`config.mk`:
```
export PLATFORM = sky130hd
export DESIGN_NAME = pafr_round
export DESIGN_NICKNAME = d
export VERILOG_FILES = /design/src/hdl/pafr_pkg.sv /design/src/hdl/pafr_round.sv
export SDC_FILE = /design/constraint.sdc
export NUM_CORES = 2
export LEC_CHECK = 0
export ABC_AREA = 1
export BUFFER_PORTS_ARGS = -buffer_cell sky130_fd_sc_hd__buf_2
export CAP_MARGIN = 30
export CORE_MARGIN = 4
export CORE_UTILIZATION = 50
export CTS_BUF_LIST = sky130_fd_sc_hd__clkbuf_16
export CTS_CLUSTER_SIZE = 40
export DETAILED_ROUTE_END_ITERATION = 7
export GPL_ROUTABILITY_DRIVEN = 0
export GPL_TIMING_DRIVEN = 0
export HOLD_SLACK_MARGIN = 0.02
export PLACE_DENSITY = 0.68
export SLEW_MARGIN = 30
export SYNTH_ARGS = -nofsm -noshare
export SYNTH_HDL_FRONTEND = slang
export SYNTH_SLANG_ARGS = --single-unit
```
`constraint.sdc`:
```
create_clock -name aclk -period 16.4 [get_ports aclk]
set_clock_uncertainty 0.1 [all_clocks]
set_input_delay 0 -clock aclk [delete_from_list [all_inputs] [get_ports aclk]]
set_output_delay 0 -clock aclk [all_outputs]
set_load 0.02 [all_outputs]
```
`src/hdl/pafr_pkg.sv`:
```
package pafr_pkg;

    // Number of Philox rounds; one pipeline stage per round.
    localparam int unsigned ROUNDS = 10;

    localparam logic [31:0] MUL_A  = 32'hd2511f53;
    localparam logic [31:0] MUL_B  = 32'hcd9e8d57;
    localparam logic [31:0] BUMP_0 = 32'h9e3779b9;
    localparam logic [31:0] BUMP_1 = 32'hbb67ae85;

    localparam int unsigned ROT_DIR   = 11;
    localparam int unsigned ROT_STAGE = 17;
    localparam int unsigned ROT_PURP  = 5;
    localparam int unsigned ROT_ONE   = 23;

    // Configuration port: 64-bit registers at byte address 8*i.
    localparam int unsigned PADDR_W  = 4;
    localparam int unsigned CFG_W    = 64;
    localparam logic        REG_SEED_KEY = 1'b0;

    localparam int unsigned IN_W  = 224;
    localparam int unsigned OUT_W = 128;

    typedef struct packed {
        logic [3:0][31:0] x;
        logic [31:0]      k1;
        logic [31:0]      k0;
    } pafr_state_t;

    function automatic logic [31:0] rotl32(input logic [31:0] v, input int unsigned n);
        return (v << n) | (v >> (32 - n));
    endfunction

endpackage

```
`src/hdl/pafr_round.sv`:
```
module pafr_round
    import pafr_pkg::*;
(
    input  logic        aclk,
    input  logic        aresetn,
    input  logic        in_valid,
    output logic        in_ready,
    input  pafr_state_t in_data,
    output logic        out_valid,
    input  logic        out_ready,
    output pafr_state_t out_data
);

    logic        valid_reg;
    pafr_state_t data_reg;
    pafr_state_t data_next;
    logic [63:0] prod_a;
    logic [63:0] prod_b;

    assign prod_a = {32'd0, MUL_A} * {32'd0, in_data.x[0]};
    assign prod_b = {32'd0, MUL_B} * {32'd0, in_data.x[2]};

    always_comb begin
        data_next.x[0] = prod_b[63:32] ^ in_data.x[1] ^ in_data.k0;
        data_next.x[1] = prod_b[31:0];
        data_next.x[2] = prod_a[63:32] ^ in_data.x[3] ^ in_data.k1;
        data_next.x[3] = prod_a[31:0];
        data_next.k0   = in_data.k0 + BUMP_0;
        data_next.k1   = in_data.k1 + BUMP_1;
    end

    // The stage takes a new transfer when it is empty or its content moves on.
    assign in_ready  = !valid_reg || out_ready;
    assign out_valid = valid_reg;
    assign out_data  = data_reg;

    always_ff @(posedge aclk) begin
        if (!aresetn) begin
            valid_reg <= 1'b0;
        end else if (in_ready) begin
            valid_reg <= in_valid;
        end
    end

    always_ff @(posedge aclk) begin
        if (in_valid && in_ready) begin
            data_reg <= data_next;
        end
    end

endmodule

```
# Yosys cells after proc, flatten, opt, wreduce, memory -nomap -nowiden
# Cells that the tools add are included.
# totals
register_bits	193
latch_bits	0
ram_bits	0
mem_bits_ro	0
inputBits	196
out_inout_bits	194
n_memories	0
# op_classes
add_sub_neg	2
multipliers	2
n_div	0
n_lt_le_gt_ge	0
eq_ne	0
n_shift	0
n_mux	0
n_bitwise	4
n_reduce_logical	3
# ops
operator	count
32-bit by 32-bit multiplier with 64-bit output, first input constant	2
32-bit bitwise XOR	4
32-bit adder, second input constant	2
1-bit logical AND	1
1-bit zero test	1
1-bit logical OR	1

# Logic depth before layout (Yosys ltp)
# logic_depth
ltp_word	3
mapped_depth	30

# Least setup slack after synthesis
# Ideal clock, no wire load.
# synth_path
path_type	register to register
startpoint	reg valid_reg, in the netlist out_valid
endpoint	reg data_reg (netlist bit out_data[0]) (enable)
setup_ns	0.808
arrival_ns	9.650
required_ns	15.492
path_slack_ns	5.842
path_stages_with_launch	2
synth_period_minus_slack_ns	10.558
cell_sequence	dfxtp_1 > a21oi_1
# synth_between
elab_chain_len	3
# synth_rtl
item	line_no	text
from (decl)	pafr_round.sv:14	logic valid_reg;
from (signal assigned)	pafr_round.sv:41	valid_reg <= in_valid;
1-bit zero test	pafr_round.sv:33	assign in_ready = !valid_reg || out_ready;
1-bit logical OR	pafr_round.sv:33	
1-bit logical AND	pafr_round.sv:46	if (in_valid && in_ready) begin
to (signal assigned)	pafr_round.sv:47	data_reg <= data_next;
to (decl)	pafr_round.sv:15	pafr_state_t data_reg;
# Every way passes these cells.
# A chain may end at the register's enable or synchronous reset.

==> impl_results.html <==
<table>
<tr><th>Metric</th><th>Value</th></tr>
<tr><th colspan="2">Outcome</th></tr>
<tr><td>Result of the run</td><td>completed</td></tr>
<tr><th colspan="2">Setup path</th></tr>
<tr><td>Critical path, cell by cell</td><td>dlygate4sd3_1, buf_2, inv_1, fa_1, inv_1, ha_1, inv_1, fa_1, inv_1, fa_1, fa_1, fa_1, inv_1, fa_1, inv_1, ha_1, nand2_1, nor2_1, inv_1, nor2_1, a21oi_1, nand2_1, xor2_1</td></tr>
<tr><td>Required time at the worst-slack endpoint</td><td>16.55 ns</td></tr>
<tr><td>Buffer and inverter count on the worst path</td><td>9</td></tr>
<tr><td>Category of cells accounting for the largest share of critical-path delay</td><td>adder cells</td></tr>
<tr><td>Flop2flop setup slack</td><td>14.33 ns</td></tr>
<tr><td>Worst Setup Path Type</td><td>in2reg</td></tr>
<tr><td>CP most frequent cell</td><td>inv_1</td></tr>
<tr><td>Slowest-stage cell, CP</td><td>fa_1</td></tr>
<tr><td>Highest net fanout along the worst path</td><td>10</td></tr>
<tr><td>Setup crit end kind</td><td>flop</td></tr>
<tr><td>Maximum single-stage delay on the critical path</td><td>0.57 ns</td></tr>
<tr><td>Critical Path Source Type</td><td>input pin</td></tr>
<tr><td>Cells on worst reg2reg path</td><td>6</td></tr>
<tr><td>Worst path arrival time</td><td>a little under 7 ns</td></tr>
<tr><td>Endpoint of the worst register-to-register path</td><td>out_data[167]</td></tr>
<tr><td>Reg2Reg Launch Point</td><td>out_valid</td></tr>
<tr><th colspan="2">STA</th></tr>
<tr><td>Final-report max-slew violation count</td><td>0</td></tr>
<tr><td>Time the final worst path needs with I/O delays and setup</td><td>6.72 ns</td></tr>
<tr><td>Final hold viol count</td><td>0</td></tr>
<tr><td>Setup total negative slack</td><td>0 ns</td></tr>
<tr><td>Fmax</td><td>around 150 MHz</td></tr>
<tr><td>Share of the cycle needed by the critical path after routing</td><td>0.410</td></tr>
<tr><td>RSZ-0062 raised after global routing</td><td>false</td></tr>
<tr><td>Final setup fails</td><td>0</td></tr>
<tr><td>Worst Tran Pin Value</td><td>0.674 ns</td></tr>
<tr><td>Relative max-transition margin</td><td>0.550</td></tr>
<tr><th colspan="2">Routing</th></tr>
<tr><td>Metal-1 WL</td><td>56200 um</td></tr>
<tr><td>Detailed-routing iteration count for the pre-antenna-repair pass</td><td>7</td></tr>
<tr><td>Highest Signal Layer</td><td>met5</td></tr>
<tr><td>Average detailed-routed wire length per instance</td><td>approximately 21 um</td></tr>
<tr><td>Count of vias placed by the detailed router</td><td>38900</td></tr>
<tr><td>Post-route DRC violation count</td><td>0</td></tr>
<tr><td>Detailed Route WL</td><td>155000 um</td></tr>
<tr><td>Final ANT Viol Nets</td><td>0</td></tr>
<tr><td>Met3 WL</td><td>12000 um</td></tr>
<tr><td>Routed vias/inst</td><td>slightly above 5</td></tr>
<tr><td>Drt initial violations</td><td>~3000</td></tr>
<tr><td>Detail Route met2 WL</td><td>73500 um</td></tr>
<tr><th colspan="2">Clock network</th></tr>
<tr><td>Clock tree from TritonCTS</td><td>yes</td></tr>
<tr><td>Total clock buffers created by CTS</td><td>17</td></tr>
<tr><td>Clock transition at the registers of the reported paths</td><td>0.08 ns</td></tr>
<tr><td>Bufs on Longest Clock Path</td><td>2</td></tr>
<tr><td>Total of cells resized after clock tree synthesis</td><td>0</td></tr>
<tr><td>Sinks on Clock Net</td><td>~190</td></tr>
<tr><td>Deepest level of the CTS H-tree</td><td>4</td></tr>
<tr><td>Clock latency on the worst-skew pair</td><td>between 0.5 and 0.6 ns</td></tr>
<tr><td>Root buf cell</td><td>clkbuf_16</td></tr>
<tr><th colspan="2">Floorplan</th></tr>
<tr><td>Placeable core region</td><td>96900 um2</td></tr>
<tr><td>Top Ports</td><td>just under 400</td></tr>
<tr><td>Die Area</td><td>103000 um2</td></tr>
<tr><td>Starting Density</td><td>0.504</td></tr>
<tr><td>Width of the die</td><td>320 um</td></tr>
<tr><td>Vert. Die Dim</td><td>320 um</td></tr>
<tr><td>Floorplan row count</td><td>114</td></tr>
<tr><th colspan="2">Global routing</th></tr>
<tr><td>Global router's overall resource usage</td><td>0.310</td></tr>
<tr><td>Overflow after GRT</td><td>0</td></tr>
<tr><td>Number of global-route vias before repair</td><td>42000</td></tr>
<tr><td>Wire length of the first global-routing pass</td><td>238000 um</td></tr>
<tr><td>Antenna violations before repair</td><td>14</td></tr>
<tr><td>Maximum number of pins on one net before global-route repair</td><td>22</td></tr>
<tr><th colspan="2">Synthesis</th></tr>
<tr><td>Count of unique library cells instantiated by Yosys</td><td>44</td></tr>
<tr><td>Fraction of registers with async set or reset after synthesis</td><td>0</td></tr>
<tr><td>Share of the synthesized netlist area taken by xor and xnor gates</td><td>0.0459</td></tr>
<tr><td>Main area contributors after synthesis</td><td>fa_1 33%, ha_1 21%, inv_1 14%</td></tr>
<tr><td>Synthesized net count</td><td>7484</td></tr>
<tr><td>Portion of netlist area occupied by mux cells</td><td>0</td></tr>
<tr><td>Register bit count reported by yosys</td><td>193</td></tr>
<tr><td>Average cell area after synthesis</td><td>8.60 um2</td></tr>
<tr><td>Post-Syn Instances</td><td>5676</td></tr>
<tr><td>Compound-gate portion of the synthesized area</td><td>0.0286</td></tr>
<tr><td>Share of synthesized area occupied by flip-flops and latches</td><td>0.119</td></tr>
<tr><td>Flip-flop cell with the highest count after synthesis</td><td>edfxtp_1</td></tr>
<tr><td>Adder and majority cell fraction of the synthesized area</td><td>0.537</td></tr>
<tr><td>Largest family of logic cells by synthesized area</td><td>adder cells</td></tr>
<tr><td>Number of warnings printed during yosys synthesis</td><td>0</td></tr>
<tr><td>Cell area after technology mapping</td><td>48800 um2</td></tr>
<tr><td>Yosys top cell by area</td><td>fa_1</td></tr>
<tr><td>Simple-gate share of the synthesized area</td><td>0.131</td></tr>
<tr><td>Area fraction of the dominant cell type after synthesis</td><td>0.330</td></tr>
<tr><td>EDFF count, synth</td><td>between 150 and 200</td></tr>
<tr><th colspan="2">Placed design</th></tr>
<tr><td>Detail Placement HPWL</td><td>~140000 um</td></tr>
<tr><td>Total of buffers placed on input and output ports</td><td>381</td></tr>
<tr><th colspan="2">Layout</th></tr>
<tr><td>Synthesis-to-finish area growth</td><td>12.3%</td></tr>
<tr><td>Fraction of final layout cells with drive strength greater than 1</td><td>0.0770</td></tr>
<tr><td>Area occupied by multi-input gates</td><td>36300 um2</td></tr>
<tr><td>FILL cells</td><td>8680</td></tr>
<tr><td>Area taken by flip-flops and latches</td><td>5790 um2</td></tr>
<tr><td>Final #Nets</td><td>~8100</td></tr>
<tr><th colspan="2">Run</th></tr>
<tr><td>Number of maximum-capacitance violations</td><td>0</td></tr>
<tr><th colspan="2">Worst hold path</th></tr>
<tr><td>Source of the worst hold timing path</td><td>in_data[191]</td></tr>
<tr><td>End point of the most critical hold path</td><td>out_data[159]</td></tr>
<tr><td>Number of stages on the worst hold path</td><td>7</td></tr>
<tr><td>Type of the tightest min-delay check</td><td>in2reg</td></tr>
</table>
## synth_stat cells (all sizes together) (30+ instances only)
cell    instances
a21oi         149
edfxtp        192
fa            805
ha            807
inv          1792
nand2        1038
nand3         150
nand4          32
nor2          271
nor3           30
o21ai          57
o21bai         30
xnor2          76
xor2          180
## worst max path at each step
stage	start	cells after the start	end
after floorplan	out_valid	1	out_data[0]
after global placement	out_valid	1	out_data[96]
after detailed placement	in_data[139]	23	out_data[67]
after CTS	in_data[139]	23	out_data[67]
after global routing	in_data[129]	23	out_data[67]
final	in_data[129]	23	out_data[126]
## layout by cell type (no fill, tap or decap), types with 3 or more instances in the layout
master and count:
inv_2 5, a21oi_1 146, a21o_1 3, buf_2 384, buf_8 3, inv_1 1788
xor2_1 180, nand3_2 6, o21bai_1 30, or2_2 11, o21ai_0 51, nor2_1 259
nor3_1 28, edfxtp_1 192, xnor2_1 76, nand2_2 9, nand2_4 3, diode_2 10
nand3_1 144, nand4_1 32, nor2_2 10, clkinv_8 4, buf_16 8, o211ai_1 3
a31oi_1 7, nor4_1 8, fa_1 805, ha_1 807, nand2_1 1026, o21ai_1 5
dlygate4sd3_1 160, clkbuf_16 17, nand3b_1 17, inv_6 4
## sequential cells by signal, summed over array words and instances (netlist names)
name	count
out_valid	1
out_data	192
## per-stage QoR
step / setup slack (ns) / util / instances / cell area, um2 / hold slack, ns
after floorplan: 5.84 / - / 5676 / 48800 / -0.00113
after global placement: 1.34 / 0.540 / 7333 / 52300 / 0.156
after detailed placement: 9.22 / 0.543 / 7344 / 52600 / 0.161
after CTS: 9.75 / 0.566 / 7536 / 54800 / 0.0227
after global routing: 9.48 / 0.566 / 7539 / 54800 / 0.0589
final: 9.68 / 0.566 / 7546 / 54900 / 0.0381
## per-layer routing
layer,global-route usage,vias to the layer above
met3,0.0628,555
met4,0.211,6
met5,0,-
met1,0.352,18600
li1,-,18000
met2,0.527,1692
## tightest hold or removal path: stages
cell	delay (ns)
buf_2	0.09
nand2_1	0.06
nand3_1	0.10
nand3_1	0.08
nand2_1	0.12
nand2_1	0.06
nand2_1	0.05
## layout make-up
class / count / area share
multi-input cells: 3683 / 0.661
inverters: 1792 / 0.123
flip-flops and latches: 193 / 0.105
repair buffers: 552 / 0.0688
well taps: 1276 / 0.0291
clock buffers: 17 / 0.00776
clock inverters: 15 / 0.00360
plain buffers: 8 / 0.000912
diodes: 10 / 0.000456
## kinds of logic (layout without fill, tap and decap cells)
family	Yosys count	after routing
xor+xnor	256	256
compound gates	254	254
fa+ha+maj	1612	1612
other cells	0	10
flops	193	193
simple gates	1561	1561
buf+inv	1800	2384
## repair_timing
| action | in CTS | in global routing |
|---|---|---|
| hold buffers | 160 | 0 |
| endpoints found under the setup margin | 0 | 0 |
| hold endpoints to repair | 177 | 0 |
| buffers inserted | 0 | 0 |
Power is left out: the tool's default activity adds up to more than one toggle a clock period on the data nets, which glitch-free logic cannot reach.
